$ cat config.mk
export PLATFORM = sky130hd
export DESIGN_NAME = cavu_queue
export DESIGN_NICKNAME = d
export VERILOG_FILES = /design/src/cavu_pkg.sv /design/src/cavu_queue.sv
export VERILOG_INCLUDE_DIRS = /design/src /design/src/src
export SDC_FILE = /design/constraint.sdc
export NUM_CORES = 1
export LEC_CHECK = 0
export ABC_CLOCK_PERIOD_IN_PS = 2000
export BUFFER_PORTS_ARGS = -buffer_cell sky130_fd_sc_hd__buf_2
export CAP_MARGIN = 40
export CORE_UTILIZATION = 45
export CTS_CLUSTER_DIAMETER = 30
export DETAILED_ROUTE_END_ITERATION = 7
export PLACE_DENSITY = 0.78
export SETUP_SLACK_MARGIN = 0.3
export SKIP_CTS_REPAIR_TIMING = 1
export SLEW_MARGIN = 20
export SYNTH_ARGS = -nofsm -noshare
export SYNTH_HDL_FRONTEND = slang
export SYNTH_SLANG_ARGS = --single-unit
$ cat constraint.sdc
create_clock -name clk -period 2 [get_ports clk]
set_clock_uncertainty 0.2 [all_clocks]
set_input_delay 0.2 -clock clk [delete_from_list [all_inputs] [get_ports clk]]
set_output_delay 0.2 -clock clk [all_outputs]
set_load 0.005 [all_outputs]
$ cat src/circular_arc_path_evaluator_unit_macros.svh
// Assertion macros of the arc evaluator, used by cavu_queue.
// Needs a clock named clk and an active-low reset named arst_n in scope.
`ifndef CIRCULAR_ARC_PATH_EVALUATOR_UNIT_MACROS_SVH
`define CIRCULAR_ARC_PATH_EVALUATOR_UNIT_MACROS_SVH
`ifndef SYNTH
`define CAVU_ASSERT_IMP(lbl, ante, cons) \
	lbl: assert property (@(posedge clk) disable iff (!arst_n) (ante) |-> (cons)) \
	else $error("cavu check failed");
`define CAVU_ASSERT_NXT(lbl, ante, cons) \
	lbl: assert property (@(posedge clk) disable iff (!arst_n) (ante) |=> (cons)) \
	else $error("cavu check failed");
`else
`define CAVU_ASSERT_IMP(lbl, ante, cons)
`define CAVU_ASSERT_NXT(lbl, ante, cons)
`endif
`endif

$ cat src/cavu_pkg.sv
// Package of the circular arc evaluator: constants, types and helper functions.
// No dependencies.
package cavu_pkg;
	localparam int CORDIC_STAGES = 24;
	localparam int FRAC_BITS = 16;
	localparam int UNIT_FRAC = 14;
	localparam int DIR_FRAC = 28;
	localparam int TAN_SHIFT = DIR_FRAC - FRAC_BITS;
	localparam logic signed [33:0] CORDIC_GAIN = 34'sd652032874;
	localparam int QUEUE_DEPTH = 4;
	localparam int BACK_LAT = CORDIC_STAGES + 6;

	typedef enum logic [2:0] {
		REG_CENTER_X = 3'd0,
		REG_CENTER_Y = 3'd1,
		REG_CENTER_Z = 3'd2,
		REG_RADIAL = 3'd3,
		REG_TANGENT = 3'd4,
		REG_RADIUS = 3'd5,
		REG_INV_RADIUS = 3'd6,
		REG_TURNS = 3'd7
	} reg_idx_t;

	typedef struct packed {
		logic signed [31:0] center_x;
		logic signed [31:0] center_y;
		logic signed [31:0] center_z;
		logic [47:0] radial_unit_packed;
		logic [47:0] tangent_unit_packed;
		logic [30:0] circle_radius;
		logic [31:0] inverse_radius;
		logic [47:0] turns_per_length;
	} frame_cfg_t;

	typedef struct packed {
		logic signed [31:0] pos_x;
		logic signed [31:0] pos_y;
		logic signed [31:0] pos_z;
		logic signed [31:0] vel_x;
		logic signed [31:0] vel_y;
		logic signed [31:0] vel_z;
		logic signed [31:0] acc_x;
		logic signed [31:0] acc_y;
		logic signed [31:0] acc_z;
	} result_t;

	// Arctangent of 2^-i in phase units, one turn = 2^32.
	function automatic logic [31:0] atan_turn(input int i);
		logic [31:0] r;
		case (i)
			0: r = 32'd536870912;
			1: r = 32'd316933406;
			2: r = 32'd167458907;
			3: r = 32'd85004756;
			4: r = 32'd42667331;
			5: r = 32'd21354465;
			6: r = 32'd10679838;
			7: r = 32'd5340245;
			8: r = 32'd2670163;
			9: r = 32'd1335087;
			10: r = 32'd667544;
			11: r = 32'd333772;
			12: r = 32'd166886;
			13: r = 32'd83443;
			14: r = 32'd41722;
			15: r = 32'd20861;
			16: r = 32'd10430;
			17: r = 32'd5215;
			18: r = 32'd2608;
			19: r = 32'd1304;
			20: r = 32'd652;
			21: r = 32'd326;
			22: r = 32'd163;
			23: r = 32'd81;
			24: r = 32'd41;
			25: r = 32'd20;
			26: r = 32'd10;
			27: r = 32'd5;
			28: r = 32'd3;
			29: r = 32'd1;
			30: r = 32'd1;
			default: r = 32'd0;
		endcase
		return r;
	endfunction

	// Clamp a wide signed value to the signed 32-bit range.
	function automatic logic signed [31:0] sat32(input logic signed [71:0] v);
		logic signed [31:0] r;
		if (v > 72'sd2147483647) begin
			r = 32'sh7FFFFFFF;
		end else if (v < -72'sd2147483648) begin
			r = 32'sh80000000;
		end else begin
			r = v[31:0];
		end
		return r;
	endfunction
endpackage

$ cat src/cavu_queue.sv
// Short phase queue between the front and back ends.
// Depends on cavu_pkg and the assertion macro header.
`include "circular_arc_path_evaluator_unit_macros.svh"
module cavu_queue import cavu_pkg::*; (
	input logic clk,
	input logic arst_n,
	input logic push_valid,
	output logic push_ready,
	input logic [31:0] push_data,
	output logic pop_valid,
	input logic pop_ready,
	output logic [31:0] pop_data
);
	localparam int PW = $clog2(QUEUE_DEPTH);
	logic [31:0] mem_q [QUEUE_DEPTH];
	logic [PW-1:0] wr_q, rd_q;
	logic [PW:0] cnt_q;
	logic push, pop;

	assign push_ready = cnt_q != (PW+1)'(QUEUE_DEPTH);
	assign pop_valid = cnt_q != '0;
	assign push = push_valid && push_ready;
	assign pop = pop_valid && pop_ready;
	assign pop_data = mem_q[rd_q];

	// Entry storage.
	always_ff @(posedge clk) begin
		if (push) begin
			mem_q[wr_q] <= push_data;
		end
	end

	// Pointers and fill count.
	always_ff @(posedge clk or negedge arst_n) begin
		if (!arst_n) begin
			wr_q <= '0;
			rd_q <= '0;
			cnt_q <= '0;
		end else begin
			if (push) begin
				wr_q <= wr_q + 1'b1;
			end
			if (pop) begin
				rd_q <= rd_q + 1'b1;
			end
			if (push && !pop) begin
				cnt_q <= cnt_q + 1'b1;
			end else if (pop && !push) begin
				cnt_q <= cnt_q - 1'b1;
			end
		end
	end

	`CAVU_ASSERT_IMP(a_cnt_bound, 1'b1, cnt_q <= (PW+1)'(QUEUE_DEPTH))
	`CAVU_ASSERT_NXT(a_pop_only, pop && !push, cnt_q == $past(cnt_q) - 1'b1)
	`CAVU_ASSERT_NXT(a_push_only, push && !pop, cnt_q == $past(cnt_q) + 1'b1)
endmodule

Word-level counts from Yosys, hierarchy flattened
Memory sizes are Yosys's and may differ from the RTL's.
Cells that the tools add are included.
{"block": "classes", "add_sub_neg": 4, "n_mul": 0, "div_mod_pow": 0, "order_cmp": 0, "eq_ne": 1, "shift": 0, "n_mux": 4, "bitwise_logic": 0, "n_reduce_logical": 8}
{"op": "3-bit two-way mux", "n": 2}
{"op": "2-bit by 1-bit adder with 2-bit output (second input constant)", "n": 2}
{"op": "1-bit logical AND", "n": 4}
{"op": "3-bit by 1-bit adder with 3-bit output (second input constant)", "n": 1}
{"op": "3-bit != test (second input constant)", "n": 1}
{"op": "3-bit nonzero test", "n": 1}
{"op": "3-bit by 1-bit subtractor with 3-bit output (second input constant)", "n": 1}
{"op": "1-bit zero test", "n": 2}
{"op": "1-bit two-way mux", "n": 2}
{"op": "2-bit nonzero test", "n": 1}
{"block": "totals", "ff_bits": 7, "latchBits": 0, "ramBits": 128, "mem_bits_ro": 0, "in_bits": 36, "out_inout_bits": 34, "word_cells": 21, "mem_count": 1}
{"memory": "mem_q", "depth": 4, "word_bits": 32, "read_ports": 1, "rd_clocked_by_memory_dff": 0, "wr": 1, "line": "cavu_queue.sv:15", "text": "logic [31:0] mem_q [QUEUE_DEPTH];"}

Depth between registers and ports, before layout
{"block": "depth", "ltp_word": 6, "mapped_depth": 8, "depth_no_buf": 8}

Worst setup path before layout
OpenSTA, ideal clock, no wires.
{"block": "synth_timing", "path_type": "flip-flop to flip-flop", "start": "register cnt_q[1]", "end": "register cnt_q[2]", "setup_time_ns": 0.079, "t_arrival_ns": 1.917, "required_time_ns": 1.721, "path_slack_ns": -0.196, "stages_incl_launch_ff": 9, "n_path_buf": 0, "period_less_slack_ns": 2.196, "path_cell_list": "dfrtp_1 or3_1 nand2_1 ha_1 inv_1 fa_1 xor2_1 nor2_1 xor2_1"}
{"block": "synth_via", "elab_chain_len": 5, "word_cells_on_any_way": 13, "classes_between": "add/sub: 2; eq/ne: 1; mux: 2; reduce/logical: 8"}
{"element": "from (decl)", "line": "cavu_queue.sv:17", "text": "logic [PW:0] cnt_q;"}
{"element": "from (signal assigned)", "line": "cavu_queue.sv:47", "text": "cnt_q <= cnt_q + 1'b1;"}
{"element": "from (signal assigned)", "line": "cavu_queue.sv:49", "text": "cnt_q <= cnt_q - 1'b1;"}
{"element": "3-bit nonzero test (*)", "line": "cavu_queue.sv:21", "text": "assign pop_valid = cnt_q != '0;"}
{"element": "via pop_valid", "line": "cavu_queue.sv:10", "text": "output logic pop_valid,"}
{"element": "1-bit logical AND (*)", "line": "cavu_queue.sv:23", "text": "assign pop = pop_valid && pop_ready;"}
{"element": "1-bit zero test", "line": "cavu_queue.sv:46", "text": "if (push && !pop) begin"}
{"element": "1-bit logical AND", "line": "cavu_queue.sv:46"}
{"element": "3-bit two-way mux / 2-bit nonzero test (equally long branches)"}
The timed path passes the listed nets; every way through them passes the cells marked *. The select of a mux whose other input is x is not followed.
A chain may end at the register's enable or synchronous reset.

Worst setup path after layout
{"block": "layout_timing", "start": "register rd_q[0]", "end": "output port pop_data[14]"}
{"block": "layout_via", "elab_chain_len": 1}
{"element": "from (decl)", "line": "cavu_queue.sv:16", "text": "logic [PW-1:0] wr_q, rd_q;"}
{"element": "from (signal assigned)", "line": "cavu_queue.sv:44", "text": "rd_q <= rd_q + 1'b1;"}
{"element": "memory 4 x 32 bit"}
{"element": "to (decl)", "line": "cavu_queue.sv:12", "text": "output logic [31:0] pop_data"}
No other way between the ends.

==> reports/results.tsv <==
stage	metric	value	unit
run_status	status	complete, but fails checks	
run_status	violations	setup timing	
detailed_routing	routed_wl	9900	um
yosys	yosysMostFrequentCell	edfxtp_1	
yosys	synth_top_area_share	75.7	%
yosys	synth_cell_types	20	
grt	grtUsageTotal	15.2	%
setup_path	critical_path.startpoint_type	register	
yosys	ys_top_cells_by_count	edfxtp_1 (128), mux4_2 (28), dfrtp_1 (7), ha_1 (5)	
min_path	hold-path-cell-count	4	
place	dp_hpwl	5080	um
place	pre_cts_ws	-48.1	ps
final_layout	fin_nets	404	
timing	hold_violations	0	
yosys	synth_nets	245	
timing	rsz0062_at_grt	yes	
place	dpl_cell_area	5760	um2
detailed_routing	wl_per_cell	19.2	um
setup_path	critPathMaxFanout	6	
job	maxCapViolCount	0	
timing	fin_crit_sh	107	%
yosys	ys_seq_area_share	79.2	%
setup_path	r2r_end	cnt_q[1]	
yosys	avgSynthCellArea	25.0	um2
min_path	hold_end	cnt_q[0]	
grt	grt_max_degree	29	
floorplanning	start_util	46.4	%
floorplanning	die_w	108	um
yosys	post_synth_inst_count	203	
setup_path	worstPathRequired	1600	ps
clock_tree	htree_levels	4	
grt	antenna_found_initial	0	
setup_path	reg2reg_depth	6	
place	place_congestion	0.675	
yosys	ys_top_cells_by_area	edfxtp_1 (76%), mux4_2 (12%), dfrtp_1 (3.5%), mux4_1 (2.1%), ha_1 (1.2%)	
timing	max_slew.worst_pin.slew	336	ps
detailed_routing	vias	2600	
grt	grt_pass1_vias	2443	
final_layout	design_area	7220	um2
timing	fin_crit	2140	ps
timing	maxSlewHeadroom	77.5	%
detailed_routing	ant_nets	0	
place	place.port_buffers	69	
floorplanning	rows	38	
setup_path	r2r_start	cnt_q[0]	
yosys	ys_async_sr_fraction	5.19	%
grt	grt_pass1_wl	12500	um
floorplanning	core	10900	um2
power_and_ir_drop	p_leak	0.00263	uW
final_layout	num_antenna_cells	0	
clock_tree	cts_buffers	17	
detailed_routing	drcViolationCount	0	
final_layout	drive_above_1_share	50.4	%
detailed_routing	vias_per_cell	5.05	
power_and_ir_drop	power-per-cell-area	1480	nW/um2
yosys	ys_ff_latch	135	
yosys	synthFlopType	edfxtp_1	
setup_path	critical_path_class	register to output port	
min_path	hold_path_class	input pin to register	
setup_path	r2r_slack	-80	ps
setup_path	cp.arrival	1740	ps
clock_tree	cts_tree	yes	
floorplanning	die_h	108	um
detailed_routing	drt_iter0_markers	121	
timing	achievable-frequency	0.468	GHz
final_layout	nFillCells	720	
timing	slew_viol_final	0	
clock_tree	cts_root_buf	clkbuf_16	
yosys	syn_area	5080	um2
setup_path	worstSetupEndpointType	output port	
yosys	synth_edf_count	128	
yosys	yosysTopAreaCell	edfxtp_1	
floorplanning	dieArea	11700	um2
timing	layout_setup_ws	-138	ps
clock_tree	clk_latency	400	ps
final_layout	synthToLayoutAreaGrowth	42.1	%
timing	finalSetupViolCount	34	
detailed_routing	firstDrtPassIters	4	
clock_tree	clock-sinks	135	
place	dp.cells	422	
power_and_ir_drop	worst_ir_drop_vdd	0.000943	V
clock_tree	clk_pin_slew	60	ps
grt	overflow	0	
final_layout	finalNonFillerCells	515	
min_path	min_from	pop_ready	
floorplanning	ios	70	
yosys	synth_warnings	0	
clock_tree	cts.path.max_buffers	2	
timing	timing.hold.ws	36.0	ps
==> cell families (layout without fill, tap and decap cells) <==
group                    after synthesis  after routing  share of synthesized area (%)
AO/OA/AOI/OAI                          1              1                          0.222
flip-flops                           135            135                           79.2
adder cells (fa/ha/maj)                6              6                           1.63
XOR/XNOR                               6              6                           1.04
AND/OR/NAND/NOR                       10             10                           1.01
multiplexers                          34             34                           14.9
buffers and inverters                 11            183                           2.00
==> sequential cells by signal, summed over array words and instances (netlist names) <==
| signal | flops |
|---|---|
| mem_q | 128 |
| cnt_q | 3 |
| rd_q | 2 |
| wr_q | 2 |
==> per-layer routing <==
metal | vias up | part of all wire, % | track usage, %
met5 | - | 0 | 0
met4 | 0 | 0.54 | 6.16
met3 | 5 | 3.3 | 5.79
met2 | 63 | 53 | 24.7
met1 | 1358 | 44 | 18.2
li1 | 1174 | - | -
==> cells in the final DEF (no fill, tap or decap), drive strengths merged <==
cell,Yosys,layout
nand3,1,1
xnor2,4,4
and2,4,4
or3,1,1
nor2,2,2
edfxtp,128,128
dfrtp,7,7
clkinvlp,0,4
buf,7,102
mux4,32,32
clkinv,0,4
mux2,2,2
a21boi,1,1
nand2,2,2
clkbuf,1,32
dlygate4sd3,0,35
inv,3,3
xor2,2,2
ha,5,5
bufinv,0,3
fa,1,1
==> worst max path at each step <==
stage | startpoint | end | slack (ps) | cells after the start
after floorplan | cnt_q[2] | cnt_q[2] | -70 | 8
after global placement | cnt_q[2] | cnt_q[2] | -20 | 8
after detailed placement | cnt_q[2] | cnt_q[1] | -50 | 6
after CTS | rd_q[0] | pop_data[17] | -220 | 3
after global routing | rd_q[0] | pop_data[12] | -200 | 4
final | rd_q[0] | pop_data[14] | -140 | 4
==> worst max-delay path: stages (launching register included) <==
cell and delay (ps):
dfrtp_2 390, buf_4 160, clkbuf_16 160, mux4_2 480, buf_2 150
==> metrics by stage <==
| step | TNS (ps) | total power (uW) | utilization, % |
|---|---|---|---|
| 6_report | -3660 | 10700 | 66.0 |
| 4_1_cts | -4630 | 9820 | 58.2 |
| 3_5_place_dp | -90.8 | 6740 | 52.7 |
| 2_1_floorplan | -127 | 5660 | - |
| 5_1_grt | -5960 | 11200 | 66.0 |
| 3_3_place_gp | -20.8 | 6650 | 52.7 |
==> area by class of cell <==
| cell class | count | area, um2 | area share, % |
|---|---|---|---|
| flip-flops and latches | 135 | 4020 | 55.7 |
| repair buffers | 148 | 1410 | 19.5 |
| multi-input cells | 57 | 997 | 13.8 |
| clock buffers | 21 | 450 | 6.24 |
| well taps | 140 | 175 | 2.43 |
| clock inverters | 11 | 151 | 2.10 |
| inverters | 3 | 11.3 | 0.156 |
==> power breakdown <==
| group | total (uW) | switching (uW) | internal (uW) |
|---|---|---|---|
| Clock | 3090 | 1090 | 2000 |
| Sequential | 3940 | 187 | 3760 |
| Combinational | 3650 | 1510 | 2140 |
| Total | 10700 | 2790 | 7890 |
Power figures use the tool's default switching activity.
